**src/hw/rtl/jsu_pkg.sv**
```systemverilog
package jsu_pkg;

   localparam logic [2:0] MODE_NORMAL = 3'd0;
   localparam logic [2:0] MODE_ESCAPE = 3'd1;
   localparam logic [2:0] MODE_HEX    = 3'd2;
   localparam logic [2:0] MODE_UTF8   = 3'd3;
   localparam logic [2:0] MODE_DONE   = 3'd4;

   localparam logic [1:0] KIND_CHAR  = 2'd0;
   localparam logic [1:0] KIND_CLOSE = 2'd1;
   localparam logic [1:0] KIND_ERROR = 2'd2;

   localparam logic [2:0] ERR_ESCAPE = 3'd0;
   localparam logic [2:0] ERR_LEAD   = 3'd1;
   localparam logic [2:0] ERR_CONT   = 3'd2;
   localparam logic [2:0] ERR_VALUE  = 3'd3;
   localparam logic [2:0] ERR_UNTERM = 3'd4;

   localparam int QUEUE_DEPTH = 4;
   localparam int QUEUE_PTR_W = $clog2(QUEUE_DEPTH);
   localparam int QUEUE_CNT_W = $clog2(QUEUE_DEPTH + 1);

   typedef struct packed {
      logic [7:0] byte_in;
      logic       last_byte;
   } req_type;

   typedef struct packed {
      logic [1:0]  kind;
      logic [20:0] code_point;
      logic [2:0]  error_code;
      logic        final_flag;
   } rsp_type;

   // one accepted byte: an optional result, then an optional unterminated error
   typedef struct packed {
      logic    first_valid;
      logic    unterm;
      rsp_type first;
   } entry_type;

   typedef struct packed {
      logic not_empty;
      logic full;
   } queue_status_type;

   localparam rsp_type UNTERM_RSP = '{
      kind: KIND_ERROR, code_point: 21'd0, error_code: ERR_UNTERM, final_flag: 1'b1
   };

endpackage

```
**src/hw/rtl/jsu_front.sv**
```systemverilog
module jsu_front (
   input  logic               clock,
   input  logic               reset,
   input  logic               accept,
   input  jsu_pkg::req_type   req_data,
   output logic               push,
   output jsu_pkg::entry_type entry
);
   import jsu_pkg::*;

   logic [2:0]  mode_ff, mode_in;
   logic [20:0] acc_ff, acc_in;
   logic [2:0]  remain_ff, remain_in;
   logic [16:0] min_ff, min_in;

   logic [7:0]  b;
   logic        hex_ok;
   logic [3:0]  hex_val;
   logic [20:0] acc_hex;
   logic [20:0] acc_utf;
   logic [2:0]  remain_dec;
   logic        value_bad;

   assign b          = req_data.byte_in;
   assign acc_hex    = {acc_ff[16:0], hex_val};
   assign acc_utf    = {acc_ff[14:0], b[5:0]};
   assign remain_dec = remain_ff - 3'd1;

   always_comb begin
      hex_ok  = 1'b1;
      hex_val = 4'd0;
      if (b >= 8'h30 && b <= 8'h39) begin
         hex_val = b[3:0];
      end else if ((b >= 8'h61 && b <= 8'h66) || (b >= 8'h41 && b <= 8'h46)) begin
         hex_val = b[3:0] + 4'd9;
      end else begin
         hex_ok = 1'b0;
      end
   end

   always_comb begin
      value_bad = (acc_utf[15:1] == 15'h7fff)
               || (acc_utf[20:4] == 17'h00fdd)
               || (acc_utf >= 21'h110000)
               || (acc_utf < {4'd0, min_ff})
               || (acc_utf >= 21'h00d800 && acc_utf <= 21'h00dfff);
   end

   always_comb begin
      mode_in   = mode_ff;
      acc_in    = acc_ff;
      remain_in = remain_ff;
      min_in    = min_ff;
      entry.first_valid      = 1'b0;
      entry.first.kind       = KIND_CHAR;
      entry.first.code_point = 21'd0;
      entry.first.error_code = ERR_ESCAPE;
      entry.first.final_flag = 1'b0;

      unique case (mode_ff)
         MODE_DONE: begin
         end
         MODE_ESCAPE: begin
            mode_in = MODE_NORMAL;
            entry.first_valid = 1'b1;
            case (b)
               8'h62: entry.first.code_point = 21'h08;
               8'h66: entry.first.code_point = 21'h0c;
               8'h6e: entry.first.code_point = 21'h0a;
               8'h72: entry.first.code_point = 21'h0d;
               8'h74: entry.first.code_point = 21'h09;
               8'h75: begin
                  entry.first_valid = 1'b0;
                  mode_in   = MODE_HEX;
                  acc_in    = 21'd0;
                  remain_in = 3'd4;
               end
               default: entry.first.code_point = {13'd0, b};
            endcase
         end
         MODE_HEX: begin
            if (!hex_ok) begin
               entry.first_valid      = 1'b1;
               entry.first.kind       = KIND_ERROR;
               entry.first.error_code = ERR_ESCAPE;
               entry.first.final_flag = 1'b1;
               mode_in = MODE_DONE;
            end else begin
               acc_in    = acc_hex;
               remain_in = remain_dec;
               if (remain_dec == 3'd0) begin
                  entry.first_valid      = 1'b1;
                  entry.first.code_point = acc_hex;
                  mode_in = MODE_NORMAL;
               end
            end
         end
         MODE_UTF8: begin
            if (b[7:6] != 2'b10) begin
               entry.first_valid      = 1'b1;
               entry.first.kind       = KIND_ERROR;
               entry.first.error_code = ERR_CONT;
               entry.first.final_flag = 1'b1;
               mode_in = MODE_DONE;
            end else begin
               acc_in    = acc_utf;
               remain_in = remain_dec;
               if (remain_dec == 3'd0) begin
                  entry.first_valid = 1'b1;
                  if (value_bad) begin
                     entry.first.kind       = KIND_ERROR;
                     entry.first.error_code = ERR_VALUE;
                     entry.first.final_flag = 1'b1;
                     mode_in = MODE_DONE;
                  end else begin
                     entry.first.code_point = acc_utf;
                     mode_in = MODE_NORMAL;
                  end
               end
            end
         end
         default: begin
            mode_in = MODE_NORMAL;
            if (b == 8'h22) begin
               entry.first_valid      = 1'b1;
               entry.first.kind       = KIND_CLOSE;
               entry.first.final_flag = 1'b1;
               mode_in = MODE_DONE;
            end else if (b == 8'h5c) begin
               mode_in = MODE_ESCAPE;
            end else if (!b[7]) begin
               entry.first_valid      = 1'b1;
               entry.first.code_point = {13'd0, b};
            end else if (b[7:5] == 3'b110) begin
               acc_in    = {16'd0, b[4:0]};
               remain_in = 3'd1;
               min_in    = 17'h00080;
               mode_in   = MODE_UTF8;
            end else if (b[7:4] == 4'b1110) begin
               acc_in    = {17'd0, b[3:0]};
               remain_in = 3'd2;
               min_in    = 17'h00800;
               mode_in   = MODE_UTF8;
            end else if (b[7:3] == 5'b11110) begin
               acc_in    = {18'd0, b[2:0]};
               remain_in = 3'd3;
               min_in    = 17'h10000;
               mode_in   = MODE_UTF8;
            end else begin
               entry.first_valid      = 1'b1;
               entry.first.kind       = KIND_ERROR;
               entry.first.error_code = ERR_LEAD;
               entry.first.final_flag = 1'b1;
               mode_in = MODE_DONE;
            end
         end
      endcase

      entry.unterm = req_data.last_byte && (mode_in != MODE_DONE);

      // end of buffer: back to the reset state
      if (req_data.last_byte) begin
         mode_in   = MODE_NORMAL;
         acc_in    = 21'd0;
         remain_in = 3'd0;
         min_in    = 17'd0;
      end
   end

   assign push = accept && (entry.first_valid || entry.unterm);

   always_ff @(posedge clock) begin
      if (reset) begin
         mode_ff   <= MODE_NORMAL;
         acc_ff    <= 21'd0;
         remain_ff <= 3'd0;
         min_ff    <= 17'd0;
      end else if (accept) begin
         mode_ff   <= mode_in;
         acc_ff    <= acc_in;
         remain_ff <= remain_in;
         min_ff    <= min_in;
      end
   end

endmodule

```
**src/hw/rtl/jsu_queue.sv**
```systemverilog
module jsu_queue (
   input  logic                      clock,
   input  logic                      reset,
   input  logic                      push,
   input  jsu_pkg::entry_type        push_entry,
   input  logic                      pop,
   output jsu_pkg::entry_type        head,
   output jsu_pkg::queue_status_type status
);
   import jsu_pkg::*;

   entry_type              entries_ff [QUEUE_DEPTH];
   logic [QUEUE_PTR_W-1:0] wr_ptr_ff, wr_ptr_in;
   logic [QUEUE_PTR_W-1:0] rd_ptr_ff, rd_ptr_in;
   logic [QUEUE_CNT_W-1:0] count_ff, count_in;

   function automatic logic [QUEUE_PTR_W-1:0] ptr_next(input logic [QUEUE_PTR_W-1:0] p);
      if (p == QUEUE_PTR_W'(QUEUE_DEPTH - 1)) begin
         return '0;
      end
      return p + QUEUE_PTR_W'(1);
   endfunction

   assign head             = entries_ff[rd_ptr_ff];
   assign status.not_empty = (count_ff != '0);
   assign status.full      = (count_ff == QUEUE_CNT_W'(QUEUE_DEPTH));

   always_comb begin
      wr_ptr_in = push ? ptr_next(wr_ptr_ff) : wr_ptr_ff;
      rd_ptr_in = pop ? ptr_next(rd_ptr_ff) : rd_ptr_ff;
      count_in  = count_ff;
      if (push && !pop) begin
         count_in = count_ff + QUEUE_CNT_W'(1);
      end else if (pop && !push) begin
         count_in = count_ff - QUEUE_CNT_W'(1);
      end
   end

   always_ff @(posedge clock) begin
      if (reset) begin
         wr_ptr_ff <= '0;
         rd_ptr_ff <= '0;
         count_ff  <= '0;
      end else begin
         wr_ptr_ff <= wr_ptr_in;
         rd_ptr_ff <= rd_ptr_in;
         count_ff  <= count_in;
      end
   end

   always_ff @(posedge clock) begin
      if (push) begin
         entries_ff[wr_ptr_ff] <= push_entry;
      end
   end

endmodule

```
**src/hw/rtl/jsu_back.sv**
```systemverilog
module jsu_back (
   input  logic               clock,
   input  logic               reset,
   input  jsu_pkg::entry_type head,
   input  logic               head_valid,
   output logic               pop,
   output logic               rsp_valid,
   input  logic               rsp_ready,
   output jsu_pkg::rsp_type   rsp_data
);
   import jsu_pkg::*;

   logic phase_ff, phase_in;
   logic two_part;
   logic fire;
   logic more;

   assign two_part  = head.first_valid && head.unterm;
   assign more      = two_part && !phase_ff;
   assign rsp_valid = head_valid;
   assign rsp_data  = (head.first_valid && !phase_ff) ? head.first : UNTERM_RSP;
   assign fire      = rsp_valid && rsp_ready;
   assign pop       = fire && !more;
   assign phase_in  = fire ? more : phase_ff;

   always_ff @(posedge clock) begin
      if (reset) begin
         phase_ff <= 1'b0;
      end else begin
         phase_ff <= phase_in;
      end
   end

endmodule

```
**src/hw/rtl/json_string_utf8_unescape_top.sv**
```systemverilog
// JSON string body decoder: takes one byte per cycle of a string body
// (after the opening quote) and returns one word per decoded code point,
// a close word on the unescaped quote, or an error word; a byte marked
// last_byte that leaves the string open adds an unterminated error word.
// Bytes are accepted back to back, one per cycle, as long as the 4-entry
// result queue has room; each entry holds the one or two words of one byte,
// and bytes that give no word take no entry. The decoder state updates in
// the accepting cycle and its result is registered in the queue and offered
// on rsp from the queue head. The result port sends one word per cycle
// while rsp_ready is high, so a byte giving two words occupies it for both,
// and a stalled rsp side fills the queue before req_ready drops.
module json_string_utf8_unescape_top (
   input  logic             clock,
   input  logic             reset,
   input  logic             req_valid,
   output logic             req_ready,
   input  jsu_pkg::req_type req_data,
   output logic             rsp_valid,
   input  logic             rsp_ready,
   output jsu_pkg::rsp_type rsp_data
);
   import jsu_pkg::*;

   logic             accept;
   logic             push;
   logic             pop;
   entry_type        push_entry;
   entry_type        head;
   queue_status_type status;

   assign req_ready = !status.full;
   assign accept    = req_valid && req_ready;

   jsu_front u_front (
      .clock    (clock),
      .reset    (reset),
      .accept   (accept),
      .req_data (req_data),
      .push     (push),
      .entry    (push_entry)
   );

   jsu_queue u_queue (
      .clock      (clock),
      .reset      (reset),
      .push       (push),
      .push_entry (push_entry),
      .pop        (pop),
      .head       (head),
      .status     (status)
   );

   jsu_back u_back (
      .clock      (clock),
      .reset      (reset),
      .head       (head),
      .head_valid (status.not_empty),
      .pop        (pop),
      .rsp_valid  (rsp_valid),
      .rsp_ready  (rsp_ready),
      .rsp_data   (rsp_data)
   );

endmodule

```
**config.mk**
```make
export PLATFORM = sky130hd
export DESIGN_NAME = json_string_utf8_unescape_top
export DESIGN_NICKNAME = d
export VERILOG_FILES = /design/src/hw/rtl/jsu_pkg.sv /design/src/hw/rtl/jsu_front.sv /design/src/hw/rtl/jsu_queue.sv /design/src/hw/rtl/jsu_back.sv /design/src/hw/rtl/json_string_utf8_unescape_top.sv
export SDC_FILE = /design/constraint.sdc
export NUM_CORES = 1
export LEC_CHECK = 0
export BUFFER_PORTS_ARGS = -buffer_cell sky130_fd_sc_hd__buf_4
export CAP_MARGIN = 20
export CORE_MARGIN = 2
export CORE_UTILIZATION = 25
export CTS_CLUSTER_DIAMETER = 150
export CTS_CLUSTER_SIZE = 14
export DETAILED_ROUTE_END_ITERATION = 16
export GPL_TIMING_DRIVEN = 1
export PLACE_DENSITY = 0.51
export REMOVE_ABC_BUFFERS = 1
export SETUP_SLACK_MARGIN = 0.15
export SLEW_MARGIN = 10
export SYNTH_ARGS = -nofsm -noshare
export SYNTH_HDL_FRONTEND = slang
export SYNTH_SLANG_ARGS = --single-unit
```
**constraint.sdc**
```tcl
create_clock -name clock -period 5.1 [get_ports clock]
set_input_delay 1.02 -clock clock [delete_from_list [all_inputs] [get_ports clock]]
set_output_delay 1.02 -clock clock [all_outputs]
set_load 0.005 [all_outputs]
```
==> impl_results.md <==
- Post-Syn Instances: about 570
- Worst Hold Slack: about 450 ps
- Largest net degree at the start of global routing: 39
- WL/cell: between 15 and 20 um
- R2R Setup Slk: approximately 1600 ps
- Setup-failing EPs final: 0
- Slew margin rel.: 0.4618
- M1 GR Usage: 0.1707
- Met3 Use GR: 0.02187
- RSZ-0062 raised after global routing: false
- DIE WIDTH: approximately 170 um
- Initial antenna violation count: 0
- TritonCTS clock tree: built
- Maximum capacitance violations: 0
- 1st-iter DRT viols: 260
- CTS max path bufs: 2
- Arr. time, crit path: around 4500 ps
- Row count: 62
- Worst-path clk slew: approximately 60 ps
- Number of flops mapped to enable cells by yosys: about 110
- Critical-path maximum fanout: 7
- Die area: slightly above 0.03 sq mm
- Hold Vio Cnt, Final: 0
- Layout Area Growth over Synthesis: 18.07%
- Setup TNS Final: 0 ps
- Worst Path Required: 5450 ps
- Top Usage Layer GRT: met2
- Pre-antenna DRT Iters: 5
- Worst vdd ir: 226.8 uV
- Final period utilization: 0.8185
- Post-synth top flop: edfxtp_1
- Num CTS Buffers: 17
- Final net count: around 640
- Routed Antenna Nets: 0
- Fraction of layout cells with a size suffix above 1: 0.2254
- Vias in the first global route: 4866
- Seq cells post-synth: roughly 150
- Routed WL: approximately 17 mm
- Critical path type: primary input to flip-flop
- Cell variety after synth: ~70
- Status: completed
- N_diodes: 0
- TritonCTS Sinks: roughly 150
- Met2 usage: 0.1834
- Least-Margin Pin Slew: just over 800 ps
- Total design power: between 3 and 4 mW
- Vias per cell: ~4.7
- Congestion Overflow GR: 0
- Hpwl dp: about 11 mm
- Core area: ~0.029 sq mm
- GRT Util Overall: 0.1184
- Cts hold-fix bufs: 0
- Crit end category: flip-flop
- Syn. warnings: 0
- Root Buffer Master: clkbuf_16
- Post-cts resize count: 0
- Syn_area_per_cell: 12.63 sq um
- Ys async rst share: 0
- RePlAce Congestion: between 0.8 and 0.9
- Post-synthesis sequential area ratio: 0.5645
- Initial Utilization: 0.2527
- Final Skew: about 13 ps
- Vias: between 4000 and 5000
- Final period demand of the worst path: approximately 4200 ps
- Hold/Removal Path Class: flip-flop to flip-flop
- Cell area after synthesis: between 0.007 and 0.008 sq mm
- Io pins: 42
- Die Y: 174.1 um
- Fmax: 239.5 MHz
- Final Max Tran Viols: 0
- Startpoint types: primary input
- I/O Buffers: approximately 40
- Global-route wire length before repair: ~28 mm
- Postcts setup bufs: 0
- Layout fillers: about 2900
- Drt drc: 0
- Pleak: 2.795 nW
- Clock Latency Late Sink: between 400 and 500 ps
- CTS H-tree depth: 4
- P per Cell Area: ~440 mW/mm^2
synth_stat cells (3+ instances only):
cell type	instances	area (sq um)
a211oi_1	4	30.03
a21oi_1	22	110.1
a22o_1	11	96.34
a22oi_1	8	60.06
a31oi_1	4	25.02
and2_1	5	31.28
and2_2	4	30.03
buf_1	6	22.52
buf_2	7	35.03
clkbuf_1	22	82.58
dfxtp_1	36	720.7
edfxtp_1	112	3363
ha_1	14	175.2
inv_1	19	71.32
mux2i_1	15	150.1
mux4_2	28	630.6
nand2_1	41	153.9
nand2b_1	11	68.82
nand3_1	6	30.03
nand3b_1	3	22.52
nor2_1	37	138.9
nor2b_1	26	162.7
nor3_1	13	65.06
nor3_2	3	30.03
nor3b_1	5	37.54
nor4_1	5	31.28
o211ai_1	4	30.03
o21ai_0	12	60.06
o22ai_1	5	31.28
or2_2	6	37.54
or3_1	20	125.1
or4_1	3	22.52
xnor2_1	3	26.28
xor2_1	4	35.03
per-layer routing:
layer | up-vias | share of wire
met3 | 7 | 0.037
met1 | 2355 | 0.50
met2 | 107 | 0.46
met4 | 0 | 0.0061
met5 | - | 0
li1 | 2246 | -
logic make-up after synthesis:
| family | after synthesis | synth area share |
|---|---|---|
| AND/OR/NAND/NOR | 201 | 0.1541 |
| flip-flops | 148 | 0.5645 |
| AO/OA/AOI/OAI | 102 | 0.1039 |
| buffers and inverters | 54 | 0.02923 |
| multiplexers | 44 | 0.1100 |
| adder cells (fa/ha/maj) | 17 | 0.02975 |
| XOR/XNOR | 7 | 0.008475 |
layout by cell type (no fill, tap or decap), drive strengths merged, types with 13 or more instances in the layout:
cell    count
a21oi      22
or3        20
ha         14
nor2b      26
nand2      42
mux4       28
inv        24
mux2i      15
dfxtp      36
nand2b     13
buf        51
o21ai      15
a22o       13
edfxtp    112
clkbuf     19
nor3       16
nor2       37
metrics by stage:
step           cell area [sq um]    util  worst slack [ps]  instances
3_5_place_dp                7964  0.2782             518.3        973
3_3_place_gp                7964  0.2782             594.3        973
2_1_floorplan               7094       -              1091        538
5_1_grt                     8542  0.2984             676.5       1005
4_1_cts                     8542  0.2984             953.5       1005
6_report                    8542  0.2984             925.4       1005
power by group:
part	switching [mW]	leakage (nW)	internal [mW]	total (mW)
Combinational	0.490	1.20	0.482	0.972
Clock	0.504	0.282	0.728	1.23
Sequential	0.0510	1.31	1.47	1.53
Total	1.04	2.79	2.68	3.73
worst max-delay path, cell delays in order:
cell and delay (ps):
buf_4 130, inv_1 110, ha_1 260, o21bai_1 90, a2111o_1 530, o311a_1 210, a31oi_1 410, nand2_1 160
o221ai_4 280, ha_1 240, inv_1 60, fa_1 380, xor2_1 180, or3_1 310, a21oi_1 140
registers in the layout, summed over array words and instances, names as in the netlist, named ones only:
signal,count
u_queue.rd_ptr_ff,2
u_front.remain_ff,3
u_queue.count_ff,3
u_front.acc_ff,17
u_front.min_ff,3
u_queue.wr_ptr_ff,2
u_back.phase_ff,1
u_front.mode_ff,3
u_queue.entries_ff,112
layout make-up:
type,count,area [sq um],share of cell area
multi-input combinational,371,2944,0.3447
clock buffer,19,432.9,0.05068
timing repair buffer,51,382.9,0.04482
clock inverter,13,145.1,0.01699
inverter,19,71.32,0.008349
tap,384,480.5,0.05625
sequential,148,4085,0.4782
final timing paths:
kind,end,cells after the start,from
setup / recovery,u_queue.count_ff[2]$_SDFFE_PP0P_,15,req_data[2]
setup reg to reg,u_queue.count_ff[2]$_SDFFE_PP0P_,11,u_front.mode_ff[1]$_SDFFE_PP0P_
hold / removal,u_front.acc_ff[16]$_SDFFE_PP0P_,2,u_front.acc_ff[16]$_SDFFE_PP0P_
hold reg to reg,u_front.acc_ff[16]$_SDFFE_PP0P_,2,u_front.acc_ff[16]$_SDFFE_PP0P_
(Power assumes the default switching activity.)
